**config.mk**
```make
export PLATFORM = sky130hd
export DESIGN_NAME = tds_mul
export DESIGN_NICKNAME = d
export VERILOG_FILES = /design/src/sv/tds_pkg.sv /design/src/sv/tds_mul.sv
export SDC_FILE = /design/constraint.sdc
export NUM_CORES = 2
export LEC_CHECK = 0
export ABC_AREA = 1
export BUFFER_PORTS_ARGS = -buffer_cell sky130_fd_sc_hd__buf_2
export CORE_MARGIN = 1.5
export CORE_UTILIZATION = 45
export DETAILED_ROUTE_END_ITERATION = 8
export PLACE_DENSITY = 0.59
export SLEW_MARGIN = 10
export SYNTH_ARGS = -nofsm -noshare
export SYNTH_HDL_FRONTEND = slang
export SYNTH_SLANG_ARGS = --single-unit
```
**constraint.sdc**
```tcl
create_clock -name clk -period 11.03 [get_ports clk]
set_input_delay 2.7575 -clock clk [delete_from_list [all_inputs] [get_ports clk]]
set_output_delay 2.7575 -clock clk [all_outputs]
set_load 0.05 [all_outputs]
```
**src/sv/tds_pkg.sv**
```systemverilog
// Package: types, constants and helpers for the tridiagonal system solver.
`timescale 1ns / 1ps
package tds_pkg;
    localparam int DataW      = 48;
    localparam int FracW      = 24;
    localparam int PivotW     = 25;
    localparam int DefMaxRows = 64;
    localparam int RowW       = 6;
    localparam logic signed [DataW-1:0] PosMax = {1'b0, {(DataW-1){1'b1}}};
    localparam logic signed [DataW-1:0] NegMin = {1'b1, {(DataW-1){1'b0}}};

    typedef enum logic [1:0] {
        REG_MIN_PIVOT = 2'd0
    } reg_idx_t;

    // Sequencer states.
    typedef enum logic [3:0] {
        ST_IDLE,
        ST_MUL_C,
        ST_MUL_C_WAIT,
        ST_PIVOT,
        ST_MUL_D,
        ST_MUL_D_WAIT,
        ST_DIV_C,
        ST_DIV_D,
        ST_STORE,
        ST_BS_READ,
        ST_BS_MUL,
        ST_BS_MUL_WAIT,
        ST_BS_OUT
    } state_t;

    // Saturating 49-bit to 48-bit.
    function automatic logic signed [DataW-1:0] sat49(input logic signed [DataW:0] v);
        logic signed [DataW-1:0] r;
        begin
            if (v > $signed({1'b0, PosMax}))
                r = PosMax;
            else if (v < $signed({1'b1, NegMin}))
                r = NegMin;
            else
                r = v[DataW-1:0];
            return r;
        end
    endfunction

    // Sign and magnitude to saturated 48-bit.
    function automatic logic signed [DataW-1:0] from_mag(input logic neg,
                                                         input logic [DataW:0] m);
        logic signed [DataW-1:0] r;
        begin
            if (neg)
                r = (m >= {2'b01, {(DataW-1){1'b0}}}) ? NegMin
                    : DataW'(-$signed(m));
            else
                r = (m > {2'b00, PosMax}) ? PosMax : DataW'(m);
            return r;
        end
    endfunction
endpackage

```
**src/sv/tds_mul.sv**
```systemverilog
// Sequential Q24.24 multiplier: one 24x24 limb product per cycle, rounded and saturated.
`timescale 1ns / 1ps
module tds_mul (
    input  logic                        clk,
    input  logic                        rst_n,
    input  logic                        start,
    input  logic signed [tds_pkg::DataW-1:0] x,
    input  logic signed [tds_pkg::DataW-1:0] y,
    output logic                        done,
    output logic signed [tds_pkg::DataW-1:0] prod
);
    import tds_pkg::*;

    logic [2:0]      step_reg, step_next;
    logic            busy_reg, busy_next;
    logic            neg_reg, neg_next;
    logic [DataW-1:0] mx_reg, mx_next, my_reg, my_next;
    logic [49:0]     acc_reg, acc_next;
    logic            ovf_reg, ovf_next;
    logic [23:0]     opa, opb;
    logic [47:0]     pp;
    logic            done_reg, done_next;
    logic signed [DataW-1:0] prod_reg, prod_next;

    always_comb
    begin
        case (step_reg)
            3'd0:    begin opa = mx_reg[23:0];  opb = my_reg[23:0];  end
            3'd1:    begin opa = mx_reg[47:24]; opb = my_reg[23:0];  end
            3'd2:    begin opa = mx_reg[23:0];  opb = my_reg[47:24]; end
            default: begin opa = mx_reg[47:24]; opb = my_reg[47:24]; end
        endcase
    end
    assign pp = opa * opb;

    always_comb
    begin
        step_next = step_reg;
        busy_next = busy_reg;
        neg_next  = neg_reg;
        mx_next   = mx_reg;
        my_next   = my_reg;
        acc_next  = acc_reg;
        ovf_next  = ovf_reg;
        done_next = 1'b0;
        prod_next = prod_reg;
        if (start)
        begin
            neg_next  = x[DataW-1] ^ y[DataW-1];
            mx_next   = x[DataW-1] ? DataW'(-x) : DataW'(x);
            my_next   = y[DataW-1] ? DataW'(-y) : DataW'(y);
            step_next = 3'd0;
            busy_next = 1'b1;
            acc_next  = '0;
            ovf_next  = 1'b0;
        end
        else if (busy_reg)
        begin
            step_next = step_reg + 3'd1;
            case (step_reg)
                3'd0: acc_next = 50'((pp + 48'd8388608) >> 24);
                3'd1, 3'd2: acc_next = acc_reg + 50'(pp);
                3'd3:
                begin
                    if (pp >= 48'd8388608)
                        ovf_next = 1'b1;
                    else
                        acc_next = acc_reg + {pp[25:0], 24'd0};
                end
                default:
                begin
                    busy_next = 1'b0;
                    done_next = 1'b1;
                    if (ovf_reg || acc_reg[49:48] != 2'b00)
                        prod_next = from_mag(neg_reg, {1'b1, {DataW{1'b0}}});
                    else
                        prod_next = from_mag(neg_reg, {1'b0, acc_reg[47:0]});
                end
            endcase
        end
    end

    always_ff @(posedge clk or negedge rst_n)
    begin
        if (!rst_n)
        begin
            busy_reg <= 1'b0;
            done_reg <= 1'b0;
            step_reg <= '0;
        end
        else
        begin
            busy_reg <= busy_next;
            done_reg <= done_next;
            step_reg <= step_next;
        end
    end

    always_ff @(posedge clk)
    begin
        neg_reg  <= neg_next;
        mx_reg   <= mx_next;
        my_reg   <= my_next;
        acc_reg  <= acc_next;
        ovf_reg  <= ovf_next;
        prod_reg <= prod_next;
    end

    assign done = done_reg;
    assign prod = prod_reg;
endmodule

```
# Word level (Yosys, flattened, before mapping)
# Cells that the tools add are included.
# word_totals
regBits,201
word_cells,60
# op_classes
addsub,7
mul,1
order_cmp,3
eq_ne,4
muxes,19
bitwise_logic,3
n_reduce_logical,12
# ops
op,count
$mux 48,5
$pmux 50 s3,1
$neg 48->48,3
$mux 47,2
$add 50x48->50,1
$add 50x50->50,1
$mux 50,1
$add 48x24->49 const B,1
$ge 48x24->1 const B,1
$ge 48x48->1 const B,1
$gt 48x47->1 const B,1
$mul 24x24->48,1
$mux 24,2
$reduce_and 3->1,3
$eq 3x2->1 const B,2
$mux 1,6
$mux 3,2
$reduce_or 2->1,3
$reduce_bool 2->1,2
$reduce_or 4->1,1
$add 3x1->3 const B,1
$eq 3x1->1 const B,1
$logic_not 3->1,1
$reduce_bool 3->1,1
other kinds (4),5

# Logic depth before layout (Yosys ltp)
# depth
depth_word,7
mapped_depth,53
mapped_depth_nobuf,51

# Least setup slack after synthesis
# No wires, ideal clock.
# synth_timing
path_kind,reg-to-reg
start,register step_reg[0]
end,register acc_reg[38]
setup_ns,0.115
arrival_time_ns,8.538
required_time_ns,10.915
slack_ns,2.377
path_stages_with_launch,46
path_buffers,3
path_cell_list,dfrtp_1 inv_1 ha_1 nand2_1 nand2_1 clkbuf_1 clkbuf_1 nand2_1 o21ai_1 clkbuf_1 nand2_1 fa_1 inv_1 fa_1 inv_1 fa_1 inv_1 fa_1 [... 10 more ...] a21oi_2 nor2_1 nor2_1 nand2_1 nand2_1 nand2_2 ha_1 a21o_1 a31oi_1 o21ai_0 a21oi_1 nand3_1 or2_2 nand3_1 o21ai_0 nand3b_1 nand2_1 nor2_1
# synth_between
elab_chain_len,7
word_cells_on_any_way,18
cone_classes,2 x add/sub; 1 x mul; 1 x order compare; 4 x eq/ne; 4 x mux; 6 x reduce/logical
# synth_lines
item,line,text
start: declaration,tds_mul.sv:14,"logic [2:0] step_reg, step_next;"
start signal: assignment,tds_mul.sv:95,step_reg <= step_next;
"$eq 3x2->1, or another cell as far along","tds_mul.sv:27, tds_mul.sv:60",
$reduce_or 2->1 (no source line),--,
$mux 24,tds_mul.sv:27,case (step_reg)
$mul 24x24->48,tds_mul.sv:34,assign pp = opa * opb;
$add 50x50->50 / $ge 48x24->1 (equally long branches),"tds_mul.sv:68, tds_mul.sv:65",
$mux 50 / $ne 2x2->1 (equally long branches),--,
$pmux 50 s3 / $reduce_and 3->1 (equally long branches),--,
end signal: assignment,tds_mul.sv:104,acc_reg <= acc_next;
end: declaration,tds_mul.sv:18,"logic [49:0] acc_reg, acc_next;"
# Parallel ways exist; a longest one is shown, timed or not. The select of a mux whose other input is x is not followed.
# A chain may end at the register's enable or synchronous reset.

# Worst setup path in the final report
# layout_timing
start,register step_reg[0]
end,register acc_reg[29]
# Same word-level chain as after synthesis.

==> results.cfg <==
[detailed_routing]
finalWirelength_um = 129000
vias = 33984
first_pass_iters = 7
wl_per_cell_um = 20.3
drc = 0
via_per_inst = 5.36
initialDrtViolationCount = 3050
final_antenna_net_count = 0

[timing]
period_needed_ns = 10.46
rsz0062_at_grt = false
setup-tns-final_ns = 0
tightest_slew_ns = 1.04
slew_violations = 0
max_freq_mhz = 95.6
hold_viol_final = 0
setup_viol = 0
relSlewSlack_pct = 30.8
skew_ns = 0.0292
min_period_over_period_pct = 94.8

[cells_and_area]
drive_gt1_share_pct = 8.27
fillers = 8240
synthToLayoutAreaGrowth_pct = 9.45
largest_reg_flops = 50
num-nets-final = 6103

[worst_setup_path]
r2r_setup_slack_ns = 0.57
required_ns = 11.53
cp-start-kind = register
cp_slowest_cell = fa_1
critPathKind = register to register
arrival_ns = 10.95
endpoint_kind = register
r2r_start = step_reg[0]$_DFFE_PN0P_
worstRegToRegCells = 40
cp_max_fo = 37
slowest_delay_ns = 0.54
r2r_end = acc_reg[29]$_SDFFE_PP0P_

[floorplan]
rows = 104
core_area_sq_um = 80500
ios = 148
dieArea_sq_um = 83200
die_h_um = 288
start_util_pct = 45.5
chipWidth_um = 288

[clock_tree]
clockBufferDepth = 3
numCtsBuffers = 25
htree_levels = 1
worstSkewPairLatency_ns = 0.56
clkSinkCount = 201
clkTransAtPathRegs_ns = 0.06
cts_tree = done
clock-root-buffer = clkbuf_16

[worst_hold_path]
min_path_cells = 2
min_from = ovf_reg$_SDFFE_PP0P_
hold_end = ovf_reg$_SDFFE_PP0P_
hold_class = register to register

[global_routing]
grt_pass1_wl_um = 198000
gr-total-overflow = 0
grt_pass1_vias = 33360
antenna_found_initial = 5
grt_max_degree = 55
grtUsageTotal_pct = 31.4

[logic_synthesis]
synthesis.area_sq_um = 36700
synth_seq_cells = 201
ys_seq_area_share_pct = 15.0
yosys_warnings = 0
synth-edff-count = 145
syn-instance-count = 5090
synth-async-reset-ratio_pct = 2.49
synthFlopType = edfxtp_1
synth.distinct_cells = 55
syn_area_per_cell_sq_um = 7.20
syn_nets = 5930

[placement]
port_buffers = 147
hpwl_um = 109000
gp_congestion = 1.04

[job]
max_cap_viol_count = 0

[status]
status = finished, final reports clean
cells in the mapped netlist, types with 5 or more instances:
cell / n / area share [%]
a21o_1: 14 / 0.29
a21oi_1: 182 / 2.5
a221oi_1: 5 / 0.12
a31oi_1: 35 / 0.60
clkbuf_1: 123 / 1.3
clkinv_1: 17 / 0.17
dfrtp_1: 5 / 0.34
dfxtp_1: 51 / 2.8
edfxtp_1: 145 / 12
fa_1: 484 / 26
ha_1: 257 / 8.8
inv_1: 1073 / 11
nand2_1: 1126 / 12
nand2_2: 30 / 0.51
nand3_1: 178 / 2.4
nand3_2: 8 / 0.22
nand3b_1: 23 / 0.47
nand4_1: 61 / 1.0
nor2_1: 676 / 6.9
nor2_2: 23 / 0.39
nor3_1: 52 / 0.71
nor4_1: 15 / 0.26
o21a_1: 7 / 0.14
o21ai_0: 197 / 2.7
o21ai_1: 25 / 0.34
o21bai_1: 20 / 0.41
o31ai_1: 13 / 0.27
or2_2: 22 / 0.38
xnor2_1: 44 / 1.1
xor2_1: 119 / 2.8
worst max-delay path by stage:
stage / start / to
after floorplan: step_reg[0]$_DFFE_PN0P_ / acc_reg[38]$_SDFFE_PP0P_
after global placement: step_reg[0]$_DFFE_PN0P_ / acc_reg[42]$_SDFFE_PP0P_
after detailed placement: step_reg[0]$_DFFE_PN0P_ / acc_reg[42]$_SDFFE_PP0P_
after CTS: step_reg[0]$_DFFE_PN0P_ / acc_reg[29]$_SDFFE_PP0P_
after global routing: step_reg[0]$_DFFE_PN0P_ / acc_reg[42]$_SDFFE_PP0P_
final: step_reg[0]$_DFFE_PN0P_ / acc_reg[29]$_SDFFE_PP0P_
placed cells by master, fill, tap and decap left out, types with 7 or more instances in the layout:
master and count:
nor4_1 15, or2_2 22, nand3_1 178, nor2_2 25, nand2_1 1124, nor3_1 52
a31oi_1 35, a21oi_1 182, ha_1 257, clkbuf_16 25, nand4_1 61, o21bai_1 20
clkinv_1 17, o21ai_1 37, clkinvlp_4 9, buf_2 146, xor2_1 119, nor2_1 673
a21o_1 14, buf_4 131, edfxtp_1 145, o21a_1 7, nand3b_1 23, fa_1 484
xnor2_1 44, nand2_2 32, inv_1 1070, dfxtp_1 51, o31ai_1 13, o21ai_0 180
nand3_2 8
layout make-up:
type,instances,area [sq um],area share (%)
Timing Repair Buffer,278,1730,4.32
Clock buffer,29,651,1.62
Multi-Input combinational cell,3663,26600,66.3
Sequential cell,201,5500,13.7
Antenna cell,3,7.51,0.0187
Inverter,1094,4130,10.3
Tap cell,1060,1330,3.31
Clock inverter,16,198,0.493
what timing repair did:
action | in CTS | in global routing
setup endpoints to repair | 0 | 9
hold buffers | 0 | 0
gates resized for setup | 0 | 10
setup buffers | 0 | 4
through the flow:
stage	instance area [sq um]	hold slack (ns)	worst slack (ns)	utilization (%)	std cells
2_1_floorplan	36700	0.484	2.38	-	5090
3_3_place_gp	39200	0.532	0.531	48.7	6292
3_5_place_dp	39200	0.545	0.526	48.7	6292
4_1_cts	40000	0.555	0.485	49.7	6337
5_1_grt	40100	0.580	0.0304	49.8	6341
6_report	40100	0.543	0.574	49.8	6344
cell families (layout without fill, tap and decap cells):
logic type | Yosys count | in the layout | synth area share, %
simple gates | 2234 | 2234 | 25.4
compound gates | 525 | 525 | 7.92
buf+inv | 1226 | 1417 | 12.6
xor+xnor | 163 | 163 | 3.89
flops | 201 | 201 | 15.0
other cells | 0 | 3 | 0
fa+ha+maj | 741 | 741 | 35.2
metal layers:
layer	share of wire, %	routed length (um)	vias to the layer above	GRT usage (%)
met3	8.8	11300	226	5.24
met5	0.040	52	-	0
met2	43	55600	1407	48.3
met1	45	57900	16395	45.3
met4	3.1	3930	8	8.99
li1	-	-	15948	-
worst max-delay path: cells and delay by family, from the launching register on:
kind	cells	cell delay, ns
compound gates	7	1.50
xor+xnor	1	0.53
fa+ha+maj	10	4.46
buf+inv	8	1.24
flops	1	0.43
simple gates	14	2.20
Power is left out: the tool's default activity adds up to more than one toggle a clock period on the data nets, which glitch-free logic cannot reach.
