===== config.mk =====
export PLATFORM = sky130hd
export DESIGN_NAME = tds_div
export DESIGN_NICKNAME = d
export VERILOG_FILES = /design/src/sv/tds_pkg.sv /design/src/sv/tds_div.sv
export SDC_FILE = /design/constraint.sdc
export NUM_CORES = 1
export LEC_CHECK = 0
export ABC_CLOCK_PERIOD_IN_PS = 13200
export BUFFER_PORTS_ARGS = -buffer_cell sky130_fd_sc_hd__buf_2
export CORE_MARGIN = 8
export CORE_UTILIZATION = 50
export DETAILED_ROUTE_END_ITERATION = 8
export PLACE_DENSITY = 0.68
export SETUP_SLACK_MARGIN = 0.05
export SYNTH_ARGS = -nofsm -noshare
export SYNTH_HDL_FRONTEND = slang
export SYNTH_SLANG_ARGS = --single-unit

===== constraint.sdc =====
create_clock -name clk -period 13.2 [get_ports clk]
set_input_delay 2.64 -clock clk [delete_from_list [all_inputs] [get_ports clk]]
set_output_delay 2.64 -clock clk [all_outputs]
set_load 0.01 [all_outputs]

===== src/sv/tds_pkg.sv =====
// Package: types, constants and helpers for the tridiagonal system solver.
`timescale 1ns / 1ps
package tds_pkg;
    localparam int DataW      = 48;
    localparam int FracW      = 24;
    localparam int PivotW     = 25;
    localparam int DefMaxRows = 64;
    localparam int RowW       = 6;
    localparam logic signed [DataW-1:0] PosMax = {1'b0, {(DataW-1){1'b1}}};
    localparam logic signed [DataW-1:0] NegMin = {1'b1, {(DataW-1){1'b0}}};

    typedef enum logic [1:0] {
        REG_MIN_PIVOT = 2'd0
    } reg_idx_t;

    // Sequencer states.
    typedef enum logic [3:0] {
        ST_IDLE,
        ST_MUL_C,
        ST_MUL_C_WAIT,
        ST_PIVOT,
        ST_MUL_D,
        ST_MUL_D_WAIT,
        ST_DIV_C,
        ST_DIV_D,
        ST_STORE,
        ST_BS_READ,
        ST_BS_MUL,
        ST_BS_MUL_WAIT,
        ST_BS_OUT
    } state_t;

    // Saturating 49-bit to 48-bit.
    function automatic logic signed [DataW-1:0] sat49(input logic signed [DataW:0] v);
        logic signed [DataW-1:0] r;
        begin
            if (v > $signed({1'b0, PosMax}))
                r = PosMax;
            else if (v < $signed({1'b1, NegMin}))
                r = NegMin;
            else
                r = v[DataW-1:0];
            return r;
        end
    endfunction

    // Sign and magnitude to saturated 48-bit.
    function automatic logic signed [DataW-1:0] from_mag(input logic neg,
                                                         input logic [DataW:0] m);
        logic signed [DataW-1:0] r;
        begin
            if (neg)
                r = (m >= {2'b01, {(DataW-1){1'b0}}}) ? NegMin
                    : DataW'(-$signed(m));
            else
                r = (m > {2'b00, PosMax}) ? PosMax : DataW'(m);
            return r;
        end
    endfunction
endpackage


===== src/sv/tds_div.sv =====
// Restoring Q24.24 divider: one quotient bit per cycle, rounded and saturated.
`timescale 1ns / 1ps
module tds_div (
    input  logic                        clk,
    input  logic                        rst_n,
    input  logic                        start,
    input  logic signed [tds_pkg::DataW-1:0] num,
    input  logic [tds_pkg::DataW-1:0]   den,
    output logic                        done,
    output logic signed [tds_pkg::DataW-1:0] quot
);
    import tds_pkg::*;

    localparam int Bits = DataW + FracW;  // 72 quotient bits
    localparam int CntW = $clog2(Bits + 1);

    logic              busy_reg, busy_next, done_reg, done_next, neg_reg, neg_next;
    logic [CntW-1:0]   cnt_reg, cnt_next;
    logic [Bits-1:0]   sh_reg, sh_next;     // dividend bits, then quotient
    logic [DataW:0]    rem_reg, rem_next;
    logic [DataW-1:0]  den_reg, den_next;
    logic [DataW:0]    trial;
    logic signed [DataW-1:0] quot_reg, quot_next;
    logic [Bits:0]     qr;

    assign trial = {rem_reg[DataW-1:0], sh_reg[Bits-1]};
    assign qr = {1'b0, sh_reg} + {{Bits{1'b0}}, ({rem_reg[DataW-1:0], 1'b0} >= {1'b0, den_reg})};

    always_comb
    begin
        busy_next = busy_reg;
        done_next = 1'b0;
        neg_next  = neg_reg;
        cnt_next  = cnt_reg;
        sh_next   = sh_reg;
        rem_next  = rem_reg;
        den_next  = den_reg;
        quot_next = quot_reg;
        if (start)
        begin
            neg_next  = num[DataW-1];
            sh_next   = {(num[DataW-1] ? DataW'(-num) : DataW'(num)), {FracW{1'b0}}};
            rem_next  = '0;
            den_next  = den;
            cnt_next  = '0;
            busy_next = 1'b1;
        end
        else if (busy_reg)
        begin
            if (cnt_reg == CntW'(Bits))
            begin
                busy_next = 1'b0;
                done_next = 1'b1;
                if (qr[Bits:DataW-1] != '0)
                    quot_next = from_mag(neg_reg, {1'b1, {DataW{1'b0}}});
                else
                    quot_next = from_mag(neg_reg, {1'b0, qr[DataW-1:0]});
            end
            else
            begin
                cnt_next = cnt_reg + 1'b1;
                if (trial >= {1'b0, den_reg})
                begin
                    rem_next = trial - {1'b0, den_reg};
                    sh_next  = {sh_reg[Bits-2:0], 1'b1};
                end
                else
                begin
                    rem_next = trial;
                    sh_next  = {sh_reg[Bits-2:0], 1'b0};
                end
            end
        end
    end

    always_ff @(posedge clk or negedge rst_n)
    begin
        if (!rst_n)
        begin
            busy_reg <= 1'b0;
            done_reg <= 1'b0;
            cnt_reg  <= '0;
        end
        else
        begin
            busy_reg <= busy_next;
            done_reg <= done_next;
            cnt_reg  <= cnt_next;
        end
    end

    always_ff @(posedge clk)
    begin
        neg_reg  <= neg_next;
        sh_reg   <= sh_next;
        rem_reg  <= rem_next;
        den_reg  <= den_next;
        quot_reg <= quot_next;
    end

    assign done = done_reg;
    assign quot = quot_reg;
endmodule


Yosys cells after proc, flatten, opt, wreduce, memory -nomap -nowiden
Cells that the tools add are included.

Bits in registers: 226. Bits in latches: 0. Memory bits (writable): 0. ROM bits: 0. Bits of input ports: 99. Output and inout bits: 49. Logic and storage cells: 47. Memories: 0.

$add $sub $neg: 5. Multipliers: 0. Divide/modulo/power cells: 0. $lt $le $gt $ge: 4. Equality and inequality tests: 2. Shift operators: 0. Mux-type cells: 20. Bitwise operators: 2. Reduce and logical (&&, ||, !) cells: 5.

Operator list (number): 2-to-1 mux 48 bit (7); 2-to-1 mux 72 bit (3); greater-or-equal comparator 49 x 48 -> 1 bit (2); negation 48 bit (2); adder 72 x 1 -> 73 bit (1); greater-or-equal comparator 48 bit, second input constant (1); greater-than comparator 48 x 47 -> 1 bit, second input constant (1); subtractor 48 bit (1); nonzero test 26 bit (1); 2-to-1 mux 7 bit (3); adder 7 x 1 -> 7 bit, second input constant (1); == test 7 bit, second input constant (1); 2-to-1 mux 1 bit (7); AND reduction 2 bit (2); AND reduction 3 bit (1); inequality test 2 bit, second input constant (1); NOT 1 bit (2); nonzero test 2 bit (1).

Longest topological paths before layout
Gate-level depths: netlist of run 1.

Depth in word-level cells: 6. Mapped depth: 24. Gate-level depth less buffers: 23.

Worst setup path before layout of run 1
Ideal clock, no wire load.

Kind: input to register. Start: in start. End: reg quot_reg[0], in the netlist quot[0] (enable). Setup time: 0.523 ns. Arrival time: 6.592 ns. Required time: 12.677 ns. Slack: 6.085 ns. Stages on the path: 3. Path buffers: 2. Cell sequence: clkbuf_1 > buf_1 > nor3b_1.

Longest elaborated chain between the ends: 2.

RTL lines: start: declaration (line tds_div.sv:6) `input logic start,`; NOT 1 bit (no source line); AND reduction 3 bit (no source line); end signal: assignment (line tds_div.sv:98) `quot_reg <= quot_next;`; end: declaration (line tds_div.sv:23) `logic signed [DataW-1:0] quot_reg, quot_next;`.

No other way between the ends. A chain may end at the register's enable or synchronous reset.

Worst setup path in the final report of run 1
Start: reg den_reg[45]. End: reg quot_reg[15], in the netlist quot[15] (data pin).

Longest elaborated chain between the ends: 6. Elaborated cells between the ends (all ways): 10. Those cells by class: add/sub: 2; order compare: 3; mux: 4; reduce/logical: 1.

RTL lines: start: declaration (line tds_div.sv:21) `logic [DataW-1:0] den_reg, den_next;`; start signal: assignment (line tds_div.sv:97) `den_reg <= den_next;`; greater-or-equal comparator 49 x 48 -> 1 bit (*) (line tds_div.sv:27) `assign qr = {1'b0, sh_reg} + {{Bits{1'b0}}, ({rem_reg[DataW-1:0], 1'b0} >= {1'b0, den_reg})};`; adder 72 x 1 -> 73 bit (*) (line tds_div.sv:27); negation 48 bit, or another cell as far along (line tds_pkg.sv:54) `: DataW'(-$signed(m));`; 2-to-1 mux 48 bit (on tied branches) (line tds_pkg.sv:53, tds_pkg.sv:56); 2-to-1 mux 48 bit (line tds_pkg.sv:52) `if (neg)`; 2-to-1 mux 48 bit (*) (line tds_div.sv:54) `if (qr[Bits:DataW-1] != '0)`.

Every way passes the cells marked *; elsewhere a longest branch is shown, timed or not.

==> results of run 1 <==
## cell families (layout without fill, tap and decap cells)
| logic type | count (synthesis) | in the layout |
|---|---|---|
| flip-flops | 226 | 226 |
| XOR/XNOR | 139 | 139 |
| AND/OR/NAND/NOR | 754 | 754 |
| multiplexers | 17 | 17 |
| AO/OA/AOI/OAI | 551 | 551 |
| other | 0 | 1 |
| buffers and inverters | 222 | 286 |
| adder cells (fa/ha/maj) | 56 | 56 |
## cell usage after synthesis (25+ instances only)
library cell	n	area, um2
nor2_1	118	442.9
nor3_1	33	165.2
clkbuf_1	105	394.1
a21o_1	64	480.5
and2_1	25	156.4
xnor2_1	102	893.4
a311oi_1	33	289.0
inv_1	80	300.3
xor2_1	37	324.1
nand4_1	57	356.6
a21oi_1	123	615.6
dfxtp_1	72	1441
o21ai_0	117	585.6
a31oi_1	34	212.7
and3_1	31	193.9
nand3_1	83	415.4
edfxtp_1	145	4354
ha_1	55	688.2
nand2_1	269	1010
## cell type report
class                           count  share of cell area (%)
Tap cell                          442                   3.039
Clock buffer                       36                   4.126
Multi-Input combinational cell   1517                   53.04
Antenna cell                        1                 0.01375
Sequential cell                   226                   33.09
Inverter                           81                   1.671
Timing Repair Buffer              159                   4.573
Clock inverter                     10                  0.4470
## per-layer routing
layer / global-route usage [%] / vias up
met4: 7.301 / 8
met3: 3.922 / 87
met2: 36.24 / 493
met5: 0 / -
li1: - / 7360
met1: 30.88 / 7091
## per-stage QoR
step | worst slack, ns | std cells
global placement | 6.345 | 2425
CTS | 6.315 | 2471
global route | 5.730 | 2472
floorplan | 6.085 | 1965
detailed placement | 6.343 | 2425
finish | 6.333 | 2472
## worst max-delay path by stage
stage / startpoint / endpoint / slack, ns
after detailed placement: den_reg[44] / quot[15] / 6.34
final: den_reg[45] / quot[15] / 6.33
after global routing: den_reg[44] / quot[15] / 5.73
after global placement: den_reg[44] / quot[29] / 6.35
after floorplan: start / quot[0] / 6.08
after CTS: den_reg[44] / quot[15] / 6.31
## report_power, final
part	leakage (nW)	internal [mW]	switching, mW
clock	0.410	0.414	0.288
sequential	2.15	0.861	0.101
combinational	4.66	0.475	0.723
total	7.21	1.75	1.11
## critical path, cell delays in order, from the launching register on
cell and delay [ns]:
edfxtp_1 0.34, inv_1 0.05, ha_1 0.43, nand4b_1 0.25
or4_1 0.57, o211a_1 0.26, o21ai_0 0.20, ha_1 0.32
ha_1 0.42, inv_1 0.16, nor4_2 0.78, and2_1 0.49
nand3_1 0.16, a222oi_1 0.35, nand4_1 0.19, nor4_4 0.22
buf_4 0.57, nor2_1 0.39, a31oi_1 0.23, o21ai_0 0.13
==> results.py, run 1 <==
metrics = {
    "yosys": {
        "syn_avg_cell_area_um2": 8.420,
        "synth_ff_type": "edfxtp_1",
        "synth_mux_area_share_pct": 1.051,
        "synth-edff-count": 145,
        "synth_top_family_by_area": "simple AND/OR/NAND/NOR gates",
        "ys_ff_latch": 226,
        "synth_compound_area_share_pct": 22.38,
        "synth_cell_type_count": 87,
        "yosysWarnings": 0,
        "synth_cells": 1965,
        "ys_async_sr_fraction_pct": 3.982,
        "synth_fp_nets": 2120,
        "syn_area_mm2": 0.01655,
        "yosysSeqAreaShare_pct": 36.39,
        "synthAdderAreaFrac_pct": 4.280,
        "synthSimpleGateAreaFrac_pct": 23.17,
        "synth_xor_area_share_pct": 7.358,
    },
    "drt": {
        "vias": 15039,
        "top_layer": "met5",
        "routedLengthMet1_um": 20820,
        "wl_um": 45840,
        "wl_met3_um": 3035,
        "ant_nets": 0,
        "wl_met2_um": 20610,
        "drt_pass1_iterations": 8,
        "drtIter0Drc": 1311,
        "detail_route.wl_per_cell_um": 18.54,
        "drc": 0,
        "routed_via_density": 6.084,
    },
    "timing": {
        "setup_tns_ns": 0,
        "tightest_slew_ns": 1.023,
        "hold_viol": 0,
        "rsz0062_at_grt": "no",
        "finalCritPeriodShare_pct": 52.02,
        "period_minus_slack_ns": 6.867,
        "hold_slack_ns": 0.4853,
        "setup_viol": 0,
        "slew_viol_final": 0,
        "relSlewSlack_pct": 31.18,
        "skew_ns": 0.009199,
        "fmaxAchievable_ghz": 0.1456,
    },
    "final_layout": {
        "largest_register_ffs": 72,
        "final_common_cell": "nand2_1",
        "syn_to_final_growth_pct": 9.967,
        "fill_cells": 3113,
        "final_core_util_pct": 55.92,
        "layout.nets": 2165,
        "regArea_mm2": 0.006021,
        "drive_above_1_share_pct": 11.98,
        "multi_input_area_mm2": 0.009651,
        "final_area_mm2": 0.01820,
        "final_cell_mix": "269 x nand2_1, 146 x buf_2, 145 x edfxtp_1, 123 x a21oi_1",
    },
    "cts": {
        "cts_buffers": 25,
        "cts_max_level": 1,
        "cts_buffer_depth": 3,
        "clk_pin_slew_ns": 0.06,
        "insertion_delay_ns": 0.55,
        "holdBufCountCts": 0,
        "cts_resized": 0,
        "cts_tree": "done",
        "post_cts_buffers": 0,
        "cts_root_buffer": "clkbuf_16",
        "numClockSinks": 226,
    },
    "critical_path": {
        "cp-end-kind": "register",
        "startpoint_type": "register",
        "crit_required_ns": 13.48,
        "rrSetupSlack_ns": 6.33,
        "r2r-end": "quot[15]",
        "worstRegToRegCells": 19,
        "arrival_ns": 7.15,
        "path_class": "reg -> reg",
        "reg2reg_from": "den_reg[45]",
        "worstPathMaxFanout": 73,
    },
    "min_path": {
        "timing.hold.worst_endpoint": "rem_reg[18]",
        "hold_class": "reg -> reg",
        "holdPathStages": 2,
        "hp-start": "rem_reg[18]",
    },
    "power_and_ir_drop": {
        "power.total_mw": 2.861,
        "power_density_mw_per_mm2": 157.2,
        "vdd_ir_drop_max_uv": 146.8,
        "p_leak_nw": 7.212,
    },
    "run": {
        "maxCapViolations": 0,
    },
    "die": {
        "fp.dieW_um": 197.9,
        "initial_utilization_pct": 50.85,
        "floorplan.rows": 66,
        "die_h_um": 197.9,
        "core_area_mm2": 0.03254,
        "die_area_mm2": 0.03917,
        "io_pins": 148,
    },
    "place": {
        "placed_cell_area_mm2": 0.01736,
        "place.gp.congestion": 0.9958,
        "dpl.hpwl_um": 33790,
        "io_buffers": 147,
    },
    "global_routing": {
        "overflow": 0,
        "grt_pass1_vias": 14102,
        "grt_pass1_wl_um": 73860,
        "grtUsageTotal_pct": 22.69,
        "grt_max_degree": 96,
        "antenna_found_initial": 5,
    },
    "status": {
        "status": "completed",
    },
}
No activity file was read; power rests on OpenSTA's default activity.
==> run 2: changes to the inputs <==
--- a/config.mk
+++ b/config.mk
@@ -5,12 +5,12 @@
 export SDC_FILE = /design/constraint.sdc
 export NUM_CORES = 1
 export LEC_CHECK = 0
-export ABC_CLOCK_PERIOD_IN_PS = 13200
+export ABC_CLOCK_PERIOD_IN_PS = 6000
 export BUFFER_PORTS_ARGS = -buffer_cell sky130_fd_sc_hd__buf_2
 export CORE_MARGIN = 8
 export CORE_UTILIZATION = 50
 export DETAILED_ROUTE_END_ITERATION = 8
-export PLACE_DENSITY = 0.68
+export PLACE_DENSITY = 0.71
 export SETUP_SLACK_MARGIN = 0.05
 export SYNTH_ARGS = -nofsm -noshare
 export SYNTH_HDL_FRONTEND = slang
==> constraint.sdc (replaced) <==
create_clock -name clk -period 6 [get_ports clk]
set_input_delay 1.2 -clock clk [delete_from_list [all_inputs] [get_ports clk]]
set_output_delay 1.2 -clock clk [all_outputs]
set_load 0.01 [all_outputs]
==> results.py, run 2 (synthesized netlist as in run 1, its figures left out) <==
metrics = {
    "status": {
        "status": "completed",
    },
    "global_routing": {
        "grt_busiest_layer": "met2",
        "grtUsageMet2_pct": 37.47,
        "use_met1_pct": 30.11,
        "grt_pass1_wl_um": 73350,
        "use_met3_pct": 3.107,
        "overflow": 0,
        "grt_max_degree": 103,
        "grtUsageTotal_pct": 22.51,
        "antenna_found_initial": 1,
        "grt_pass1_vias": 14023,
    },
    "timing": {
        "relSlewSlack_pct": 18.94,
        "skew_ns": 0.01423,
        "finalCritPeriodShare_pct": 92.99,
        "final.setup.worst_slack_ns": 0.4203,
        "period_minus_slack_ns": 5.580,
        "fmaxAchievable_ghz": 0.1792,
        "setup_viol": 0,
        "rsz0062_at_grt": "no",
        "slew_viol_final": 0,
        "setup_tns_ns": 0,
        "hold_viol": 0,
        "tightest_slew_ns": 1.211,
    },
    "final_layout": {
        "final_core_util_pct": 56.97,
        "layout.nets": 2191,
        "final_area_mm2": 0.01854,
        "syn_to_final_growth_pct": 12.03,
        "final_common_cell": "nand2_1",
        "drive_above_1_share_pct": 13.67,
        "antennaDiodeCount": 0,
        "largest_register_ffs": 72,
        "fill_cells": 3019,
        "final_cell_mix": "269 x nand2_1, 146 x buf_2, 145 x edfxtp_1, 123 x a21oi_1",
        "regArea_mm2": 0.006021,
        "multi_input_area_mm2": 0.009707,
    },
    "critical_path": {
        "path_delay_family": "simple AND/OR/NAND/NOR gates",
        "path_class": "reg -> reg",
        "worstPathCellList": "inv_1, ha_1, nand2_1, o21ai_0, a21oi_1, o21bai_1, a221oi_1, o211a_1, o21ai_1, ha_1, nand2_1, nor4_2, nand4_1, or4_1, nor4b_1, nor2_1, nor4_4, buf_12, inv_2, o41ai_1, a21oi_1",
        "slowest_delay_ns": 0.54,
        "worstPathMaxFanout": 39,
        "crit_required_ns": 6.26,
        "cp-end-kind": "register",
        "crit_path_top_delay_cell": "or4_1",
        "startpoint_type": "register",
        "arrival_ns": 5.84,
        "critPathBufInv": 3,
    },
    "drt": {
        "drt_pass1_iterations": 6,
        "detail_route.wl_per_cell_um": 18.32,
        "ant_nets": 0,
        "drtIter0Drc": 1214,
        "wl_um": 45760,
        "drc": 0,
        "routed_via_density": 6.080,
        "vias": 15189,
    },
    "cts": {
        "cts_buffer_depth": 3,
        "insertion_delay_ns": 0.55,
        "cts_max_level": 1,
        "numClockSinks": 226,
        "cts_buffers": 26,
        "cts_root_buffer": "clkbuf_16",
        "cts_tree": "done",
        "clk_pin_slew_ns": 0.06,
    },
    "place": {
        "placed_cell_area_mm2": 0.01753,
        "place.gp.congestion": 0.9449,
        "dpl.hpwl_um": 34110,
        "io_buffers": 147,
        "dpl_worst_slack_ns": -0.1001,
    },
    "die": {
        "fp.dieW_um": 197.9,
        "initial_utilization_pct": 50.85,
        "core_area_mm2": 0.03254,
        "die_area_mm2": 0.03917,
        "floorplan.rows": 66,
        "die_h_um": 197.9,
        "io_pins": 148,
    },
    "run": {
        "maxCapViolations": 0,
    },
    "power_and_ir_drop": {
        "vdd_ir_drop_max_uv": 309.4,
        "power_density_mw_per_mm2": 350.7,
        "power.total_mw": 6.500,
        "p_leak_nw": 7.427,
    },
    "min_path": {
        "hold_class": "reg -> reg",
    },
}
## run 2: cell types whose count changed in the layout (fill, tap and decap cells not counted), moves of 3 or more
cell | previous run | this run
clkinv_1 | 4 | 1
clkbuf_16 | 26 | 29
nor4_4 | 2 | 5
clkinv_2 | 2 | 5
buf_4 | 12 | 36
clkbuf_8 | 6 | 2
## run 2: cell type report
cell class / instances / area share, %
Timing Repair Buffer: 184 / 5.569
Clock buffer: 34 / 4.144
Sequential cell: 226 / 32.48
Multi-Input combinational cell: 1517 / 52.37
Inverter: 81 / 1.640
Clock inverter: 14 / 0.8167
Tap cell: 442 / 2.983
## run 2: worst register-to-register path: stages, from the launching register on
cell and delay, ns:
edfxtp_1 0.34, inv_1 0.05, ha_1 0.41, nand2_1 0.12, o21ai_0 0.27, a21oi_1 0.14
o21bai_1 0.15, a221oi_1 0.11, o211a_1 0.29, o21ai_1 0.19, ha_1 0.30, nand2_1 0.19
nor4_2 0.35, nand4_1 0.26, or4_1 0.54, nor4b_1 0.27, nor2_1 0.14, nor4_4 0.37
buf_12 0.24, inv_2 0.13, o41ai_1 0.36, a21oi_1 0.07
## run 2: layer usage
layer | wire, um | part of all wire, %
met5 | 12 | 0.026
met2 | 21310 | 47
met1 | 20670 | 45
met4 | 1247 | 2.7
met3 | 2522 | 5.5
## run 2: final timing paths
kind                                  start     endpoint  slack [ns]  depth (start not counted)
worst max-delay path            den_reg[20]     quot[18]        0.42                         21
worst min-delay path            rem_reg[40]  rem_reg[40]        0.49                          2
worst max register to register  den_reg[20]     quot[18]        0.42                         21
worst min register to register  rem_reg[40]  rem_reg[40]        0.49                          2
max in group asynchronous             rst_n   cnt_reg[5]        5.31                          1
min in group asynchronous             rst_n   cnt_reg[0]        0.51                          1
## run 2: through the flow
stage | cells | hold slack, ns
finish | 2498 | 0.4926
detailed placement | 2447 | 0.4770
global placement | 2447 | 0.4636
floorplan | 1965 | 0.4451
CTS | 2495 | 0.4766
global route | 2498 | 0.4904
## run 2: power breakdown
group	switching (mW)	internal, mW	total [mW]
clock	0.669	0.997	1.67
combinational	1.61	1.11	2.73
sequential	0.215	1.89	2.11
## run 2: what timing repair did
item | 4_1_cts | 5_1_grt
pin swaps | 0 | 4
hold endpoints to repair | 0 | 0
gates resized for setup | 3 | 11
hold buffers | 0 | 0
buffers inserted | 0 | 3
endpoints found under the setup margin | 21 | 45
